==> src/rtl/core/swks_pkg.sv <==
// Package for the stack with key search: sizes, operation and status codes,
// and the word conversion used on push and search. No dependencies.
package swks_pkg;

    localparam int DEPTH      = 64;
    localparam int DATA_WIDTH = 32;
    localparam int VALUE_W    = 32;
    localparam int IDX_W      = 6;
    localparam int FILL_W     = 7;
    localparam int AW         = (DEPTH > 1) ? $clog2(DEPTH) : 1;
    localparam int CW         = $clog2(DEPTH + 1);

    typedef logic [DATA_WIDTH-1:0] word_t;

    typedef enum logic [1:0] {
        FUNC_PUSH   = 2'd0,
        FUNC_POP    = 2'd1,
        FUNC_SEARCH = 2'd2,
        FUNC_CLEAR  = 2'd3
    } func_t;

    typedef enum logic [2:0] {
        ST_DONE      = 3'd0,
        ST_FULL      = 3'd1,
        ST_EMPTY     = 3'd2,
        ST_NOT_FOUND = 3'd3,
        ST_MATCH     = 3'd4
    } status_t;

    typedef enum logic [1:0] {
        S_IDLE,
        S_SCAN,
        S_FLUSH
    } state_t;

    // sign-extend the input value and keep the low DATA_WIDTH bits
    function automatic word_t to_word(input logic signed [VALUE_W-1:0] v);
        logic signed [63:0] ext;
        ext = 64'(v);
        return ext[DATA_WIDTH-1:0];
    endfunction

endpackage

==> src/rtl/core/stack_with_key_search.sv <==
// Top level of the stack with key search: one synchronous entry memory,
// fill counter, search sequencer and output register. Depends on swks_pkg.

// Push, pop and clear each take one request per cycle while the result side
// accepts, and give one result. A search walks the stored entries from oldest
// to newest through the single read port of the entry memory, one entry per
// cycle unless a held match waits on a stalled result side. Its last result
// is registered as the sequencer leaves its flush state, and the next request
// can be taken once it is back in idle with the result slot free. Each match
// is held back one step so the final one can be marked last. A search of an
// empty store, or one with no match, gives one not-found result. The entry
// memory needs no clearing after reset: only entries below the fill count are
// ever read, and all of those were written by pushes.
module stack_with_key_search (
    input  logic                                 clk,
    input  logic                                 rst_n,
    input  logic                                 in_valid,
    output logic                                 in_ready,
    input  logic [1:0]                           func,
    input  logic signed [swks_pkg::VALUE_W-1:0]  value,
    output logic                                 out_valid,
    input  logic                                 out_ready,
    output logic [2:0]                           status,
    output logic [swks_pkg::IDX_W-1:0]           match_index,
    output logic [swks_pkg::FILL_W-1:0]          fill_count,
    output logic                                 last
);
    import swks_pkg::*;

    // entry memory
    word_t mem [DEPTH];
    word_t rd_data_reg;
    logic  rd_en;
    logic  wr_en;
    logic [AW-1:0] rd_addr;
    logic [AW-1:0] wr_addr;
    word_t wr_data;

    // control and datapath registers
    state_t state_reg, state_next;
    logic [CW-1:0] count_reg, count_next;
    word_t key_reg, key_next;
    logic [CW-1:0] issue_idx_reg, issue_idx_next;
    logic chk_valid_reg, chk_valid_next;
    logic [AW-1:0] chk_idx_reg, chk_idx_next;
    logic pend_valid_reg, pend_valid_next;
    logic [AW-1:0] pend_idx_reg, pend_idx_next;

    logic out_valid_reg, out_valid_next;
    status_t status_reg, status_next;
    logic [IDX_W-1:0] idx_reg, idx_next;
    logic [FILL_W-1:0] fill_reg, fill_next;
    logic last_reg, last_next;

    logic slot_free;
    logic accept;
    logic hit;
    logic stall;
    logic more;
    func_t op;

    assign slot_free = !out_valid_reg || out_ready;
    assign in_ready  = (state_reg == S_IDLE) && slot_free;
    assign accept    = in_valid && in_ready;
    assign op        = func_t'(func);
    assign hit       = chk_valid_reg && (rd_data_reg == key_reg);
    assign stall     = hit && pend_valid_reg && !slot_free;
    assign more      = issue_idx_reg < count_reg;

    assign out_valid   = out_valid_reg;
    assign status      = status_reg;
    assign match_index = idx_reg;
    assign fill_count  = fill_reg;
    assign last        = last_reg;

    // memory port: write on push, read while scanning
    always_ff @(posedge clk)
    begin
        if (wr_en)
        begin
            mem[wr_addr] <= wr_data;
        end
        if (rd_en)
        begin
            rd_data_reg <= mem[rd_addr];
        end
    end

    assign wr_en   = accept && (op == FUNC_PUSH) && (count_reg < CW'(DEPTH));
    assign wr_addr = count_reg[AW-1:0];
    assign wr_data = to_word(value);
    assign rd_en   = (state_reg == S_SCAN) && !stall && more;
    assign rd_addr = issue_idx_reg[AW-1:0];

    // next state
    always_comb
    begin
        state_next = state_reg;
        case (state_reg)
            S_IDLE:
            begin
                if (accept && (op == FUNC_SEARCH))
                begin
                    state_next = S_SCAN;
                end
            end
            S_SCAN:
            begin
                if (!stall && !more && !chk_valid_reg)
                begin
                    state_next = S_FLUSH;
                end
            end
            S_FLUSH:
            begin
                if (slot_free)
                begin
                    state_next = S_IDLE;
                end
            end
            default: state_next = S_IDLE;
        endcase
    end

    // datapath and result register
    always_comb
    begin
        count_next      = count_reg;
        key_next        = key_reg;
        issue_idx_next  = issue_idx_reg;
        chk_valid_next  = chk_valid_reg;
        chk_idx_next    = chk_idx_reg;
        pend_valid_next = pend_valid_reg;
        pend_idx_next   = pend_idx_reg;
        out_valid_next  = out_valid_reg && !out_ready;
        status_next     = status_reg;
        idx_next        = idx_reg;
        fill_next       = fill_reg;
        last_next       = last_reg;

        case (state_reg)
            S_IDLE:
            begin
                if (accept)
                begin
                    idx_next  = '0;
                    last_next = 1'b1;
                    case (op)
                        FUNC_PUSH:
                        begin
                            out_valid_next = 1'b1;
                            if (count_reg >= CW'(DEPTH))
                            begin
                                status_next = ST_FULL;
                                fill_next   = FILL_W'(count_reg);
                            end
                            else
                            begin
                                count_next  = count_reg + 1'b1;
                                status_next = ST_DONE;
                                fill_next   = FILL_W'(count_reg + 1'b1);
                            end
                        end
                        FUNC_POP:
                        begin
                            out_valid_next = 1'b1;
                            if (count_reg == '0)
                            begin
                                status_next = ST_EMPTY;
                                fill_next   = '0;
                            end
                            else
                            begin
                                count_next  = count_reg - 1'b1;
                                status_next = ST_DONE;
                                fill_next   = FILL_W'(count_reg - 1'b1);
                            end
                        end
                        FUNC_SEARCH:
                        begin
                            key_next        = to_word(value);
                            issue_idx_next  = '0;
                            chk_valid_next  = 1'b0;
                            pend_valid_next = 1'b0;
                        end
                        default:
                        begin
                            out_valid_next = 1'b1;
                            count_next     = '0;
                            status_next    = ST_DONE;
                            fill_next      = '0;
                        end
                    endcase
                end
            end
            S_SCAN:
            begin
                if (!stall)
                begin
                    // compare stage: hold each match until the next one shows
                    if (hit)
                    begin
                        if (pend_valid_reg)
                        begin
                            out_valid_next = 1'b1;
                            status_next    = ST_MATCH;
                            idx_next       = IDX_W'(pend_idx_reg);
                            fill_next      = FILL_W'(count_reg);
                            last_next      = 1'b0;
                        end
                        pend_valid_next = 1'b1;
                        pend_idx_next   = chk_idx_reg;
                    end
                    // read stage
                    chk_valid_next = more;
                    chk_idx_next   = issue_idx_reg[AW-1:0];
                    if (more)
                    begin
                        issue_idx_next = issue_idx_reg + 1'b1;
                    end
                end
            end
            S_FLUSH:
            begin
                if (slot_free)
                begin
                    out_valid_next = 1'b1;
                    fill_next      = FILL_W'(count_reg);
                    last_next      = 1'b1;
                    if (pend_valid_reg)
                    begin
                        status_next = ST_MATCH;
                        idx_next    = IDX_W'(pend_idx_reg);
                    end
                    else
                    begin
                        status_next = ST_NOT_FOUND;
                        idx_next    = '0;
                    end
                    pend_valid_next = 1'b0;
                end
            end
            default:
            begin
                chk_valid_next  = 1'b0;
                pend_valid_next = 1'b0;
            end
        endcase
    end

    // control registers
    always_ff @(posedge clk or negedge rst_n)
    begin
        if (!rst_n)
        begin
            state_reg      <= S_IDLE;
            count_reg      <= '0;
            chk_valid_reg  <= 1'b0;
            pend_valid_reg <= 1'b0;
            out_valid_reg  <= 1'b0;
        end
        else
        begin
            state_reg      <= state_next;
            count_reg      <= count_next;
            chk_valid_reg  <= chk_valid_next;
            pend_valid_reg <= pend_valid_next;
            out_valid_reg  <= out_valid_next;
        end
    end

    // payload registers
    always_ff @(posedge clk)
    begin
        key_reg       <= key_next;
        issue_idx_reg <= issue_idx_next;
        chk_idx_reg   <= chk_idx_next;
        pend_idx_reg  <= pend_idx_next;
        status_reg    <= status_next;
        idx_reg       <= idx_next;
        fill_reg      <= fill_next;
        last_reg      <= last_next;
    end

endmodule

==> config.mk <==
export PLATFORM = sky130hd
export DESIGN_NAME = stack_with_key_search
export DESIGN_NICKNAME = d
export VERILOG_FILES = /design/src/rtl/core/swks_pkg.sv /design/src/rtl/core/stack_with_key_search.sv
export SDC_FILE = /design/constraint.sdc
export NUM_CORES = 2
export LEC_CHECK = 0
export CORE_MARGIN = 8
export CORE_UTILIZATION = 35
export CTS_CLUSTER_DIAMETER = 150
export DETAILED_ROUTE_END_ITERATION = 10
export DONT_BUFFER_PORTS = 1
export SLEW_MARGIN = 10
export SYNTH_ARGS = -nofsm -noshare
export SYNTH_HDL_FRONTEND = slang
export SYNTH_SLANG_ARGS = --single-unit
export TNS_END_PERCENT = 50
==> constraint.sdc <==
create_clock -name clk -period 4.75 [get_ports clk]
set_clock_uncertainty 0.05 [all_clocks]
set_input_delay 0.475 -clock clk [delete_from_list [all_inputs] [get_ports clk]]
set_output_delay 0.475 -clock clk [all_outputs]
set_load 0.05 [all_outputs]
==> results_dict.tcl <==
set metrics [dict create \
    worst_setup_hold_path_clk_slew_ps 60 \
    netlist_area_um2 82500 \
    tns_ps 0 \
    firstDrtPassIters 6 \
    start_util_pct 35.1 \
    async_flop_share_pct 0.556 \
    cts_buffers 208 \
    p_per_area_nw_per_um2 561 \
    p_leak_nw 29.2 \
    io_buffers 0 \
    chipWidth_um 502 \
    route.detailed.drc 0 \
    core-area_um2 235000 \
    drive_gt1_share_pct 27.7 \
    synth_area_leaders "edfxtp_1 (78%), mux4_2 (14%), a22oi_1 (0.95%)" \
    fmax_mhz 252 \
    clockRootBuffer "clkbuf_16" \
    grt_max_degree 80 \
    grt_pass1_wl_um 315000 \
    synth_ff_type "edfxtp_1" \
    drtAntennaViolNets 0 \
    critPathKind "flop to flop" \
    relSlewSlack_pct 9.30 \
    hpwl_um 136000 \
    worstSetupEndpointType "flop" \
    dr.first_iter.drc_count 6048 \
    crit_start "issue_idx_reg[2]" \
    synth-seq-cells 2160 \
    syn2layout_area_growth_pct 16.1 \
    required_ps 5400 \
    synth_top_area_cell "edfxtp_1" \
    critPathArrivalTime_ps 4620 \
    clock_sinks 2160 \
    grt_busiest_layer "met2" \
    dieArea_um2 252000 \
    r2r_end "rd_data_reg[9]" \
    layout_commonest_cell "edfxtp_1" \
    globalRouteMet3Util_pct 3.65 \
    post_drt_via_cell_ratio 5.57 \
    via_count 40300 \
    antenna_found_initial 17 \
    overflow 0 \
    nets 3955 \
    rrSetupSlack_ps 780 \
    ys_warn_count 0 \
    rsz0062_at_grt "false" \
    synth_top_area_share_pct 78.2 \
    hold_ws_ps 51.2 \
    grtUsageTotal_pct 17.4 \
    worst_pin_slew_ps 1350 \
    finalCritPeriodShare_pct 83.6 \
    first_global_vias 39700 \
    synth_enable_flop_cells 2148 \
    cap_violations 0 \
    clockBufferDepth 3 \
    pwr-share-clk_pct 30.2 \
    min_period_ps 3970 \
    ioPinCount 57 \
    outcome "completed" \
    grt_util_met1_pct 25.6 \
    htreeDepth 4 \
    worstSkewPairLatency_ps 860 \
    routed_wl_um 224000 \
    slew_viol_final 0 \
    p_int_mw 36.6 \
    grtUsageMet2_pct 26.8 \
    pwr-share-seq_pct 41.4 \
    netlist_instances 3646 \
    startpoint_type "flop" \
    synth_cell_type_count 60 \
    place_congestion 0.861 \
    wl_per_cell_um 31.0 \
    cp-endpoint "rd_data_reg[9]" \
    cts_tree "done" \
    p_comb_share_pct 28.4 \
    layout_common_cells "edfxtp_1 (2148), mux4_2 (527), clkbuf_16 (208), buf_4 (130), a22oi_1 (104)" \
    hold_viol 0 \
    ctsResizeCount 0 \
    die_y_um 502 \
    setup_violations 0 \
    hold_class "input pin to async pin" \
    swShare_pct 31.8 \
    switchingPower_mw 17.1 \
    rows 178 \
    timing.rr.start "issue_idx_reg[2]" \
    syn_nets 3698 \
    seq_area_frac_synth_pct 78.5 \
    largest_reg_flops 2048 \
    reg2reg_depth 7 \
    irDropWorstVdd_mv 0.416 \
    cp_max_fo 11 \
    syn_area_per_cell_um2 22.6 \
]
[cells in the mapped netlist, types with 11 or more instances]
cell	n
mux2_2	22
buf_4	30
xnor2_1	28
nor2_1	113
buf_2	61
buf_1	20
ha_1	14
nor3_1	30
nand3_1	19
a22oi_1	104
inv_1	14
and2_1	11
clkbuf_1	74
a221oi_1	19
xor2_1	14
nand2b_1	11
mux4_2	527
nand2_1	36
mux2i_1	22
o221ai_1	11
a21oi_1	78
o21ai_0	55
or4_1	21
edfxtp_1	2148
o22ai_1	56
dfrtp_1	12
[logic make-up after synthesis]
logic type | share of synthesized area, %
adders and majority gates | 0.212
xor gates and xnor gates | 0.446
muxes | 14.9
and+or+nand+nor | 1.80
buffers and inverters | 1.27
DFF | 78.5
AOI/OAI and AO/OA | 2.80
[layout make-up]
cell class / count / area (um2)
Tap cell: 3150 / 3940
Timing Repair Buffer: 242 / 3070
Inverter: 14 / 52.6
Fill cell: 20400 / 139000
Multi-Input combinational cell: 1277 / 17300
Sequential cell: 2160 / 64800
Antenna cell: 9 / 22.5
Clock inverter: 131 / 1270
Clock buffer: 256 / 5390
[worst min-delay path by stage]
| stage | startpoint | to | depth (start not counted) |
|---|---|---|---|
| after floorplan | rst_n | chk_valid_reg | 0 |
| after global placement | rst_n | out_valid | 0 |
| after detailed placement | rst_n | out_valid | 0 |
| after CTS | func[0] | count_reg[5] | 4 |
| after global routing | rst_n | count_reg[2] | 1 |
| final | rst_n | out_valid | 1 |
[layer usage]
metal  vias to the layer above  wire, um  share of wire (%)
met3                       288     20900                9.3
met2                      1931    104000                 46
met5                         -        61              0.027
met1                     22000     94100                 42
met4                        10      5290                2.4
li1                      16100         -                  -
[power groups by stage]
stage / Sequential [mW] / Clock (mW) / Combinational, mW
after global placement: 22.7 / 0 / 14.8
after CTS: 22.3 / 16.5 / 15.3
final: 22.3 / 16.2 / 15.3
after global routing: 22.3 / 17.1 / 15.9
after floorplan: 22.4 / 0 / 9.30
after detailed placement: 22.7 / 0 / 14.8
[through the flow]
step,power (mW),cells,cell area [um2],utilization [%],setup WS (ps)
global placement,37.5,6772,87800,37.4,909
global route,55.4,7230,95800,40.8,806
CTS,54.0,7230,95800,40.8,842
detailed placement,37.4,6772,87800,37.4,885
finish,53.7,7239,95800,40.8,781
floorplan,31.7,3646,82500,-,579
[critical path, stage by stage, from the launching register on]
cell and delay (ps):
edfxtp_1 920, buf_4 400, nor2_4 80, nand2_1 490, buf_4 260, o22ai_1 160
nor4_1 1120, a22o_1 300
[what timing repair did]
| item | CTS | global route |
|---|---|---|
| hold buffers | 71 | 0 |
| endpoints found under the hold margin | 2108 | 0 |
| buffers inserted | 0 | 0 |
Power figures use the tool's default switching activity.
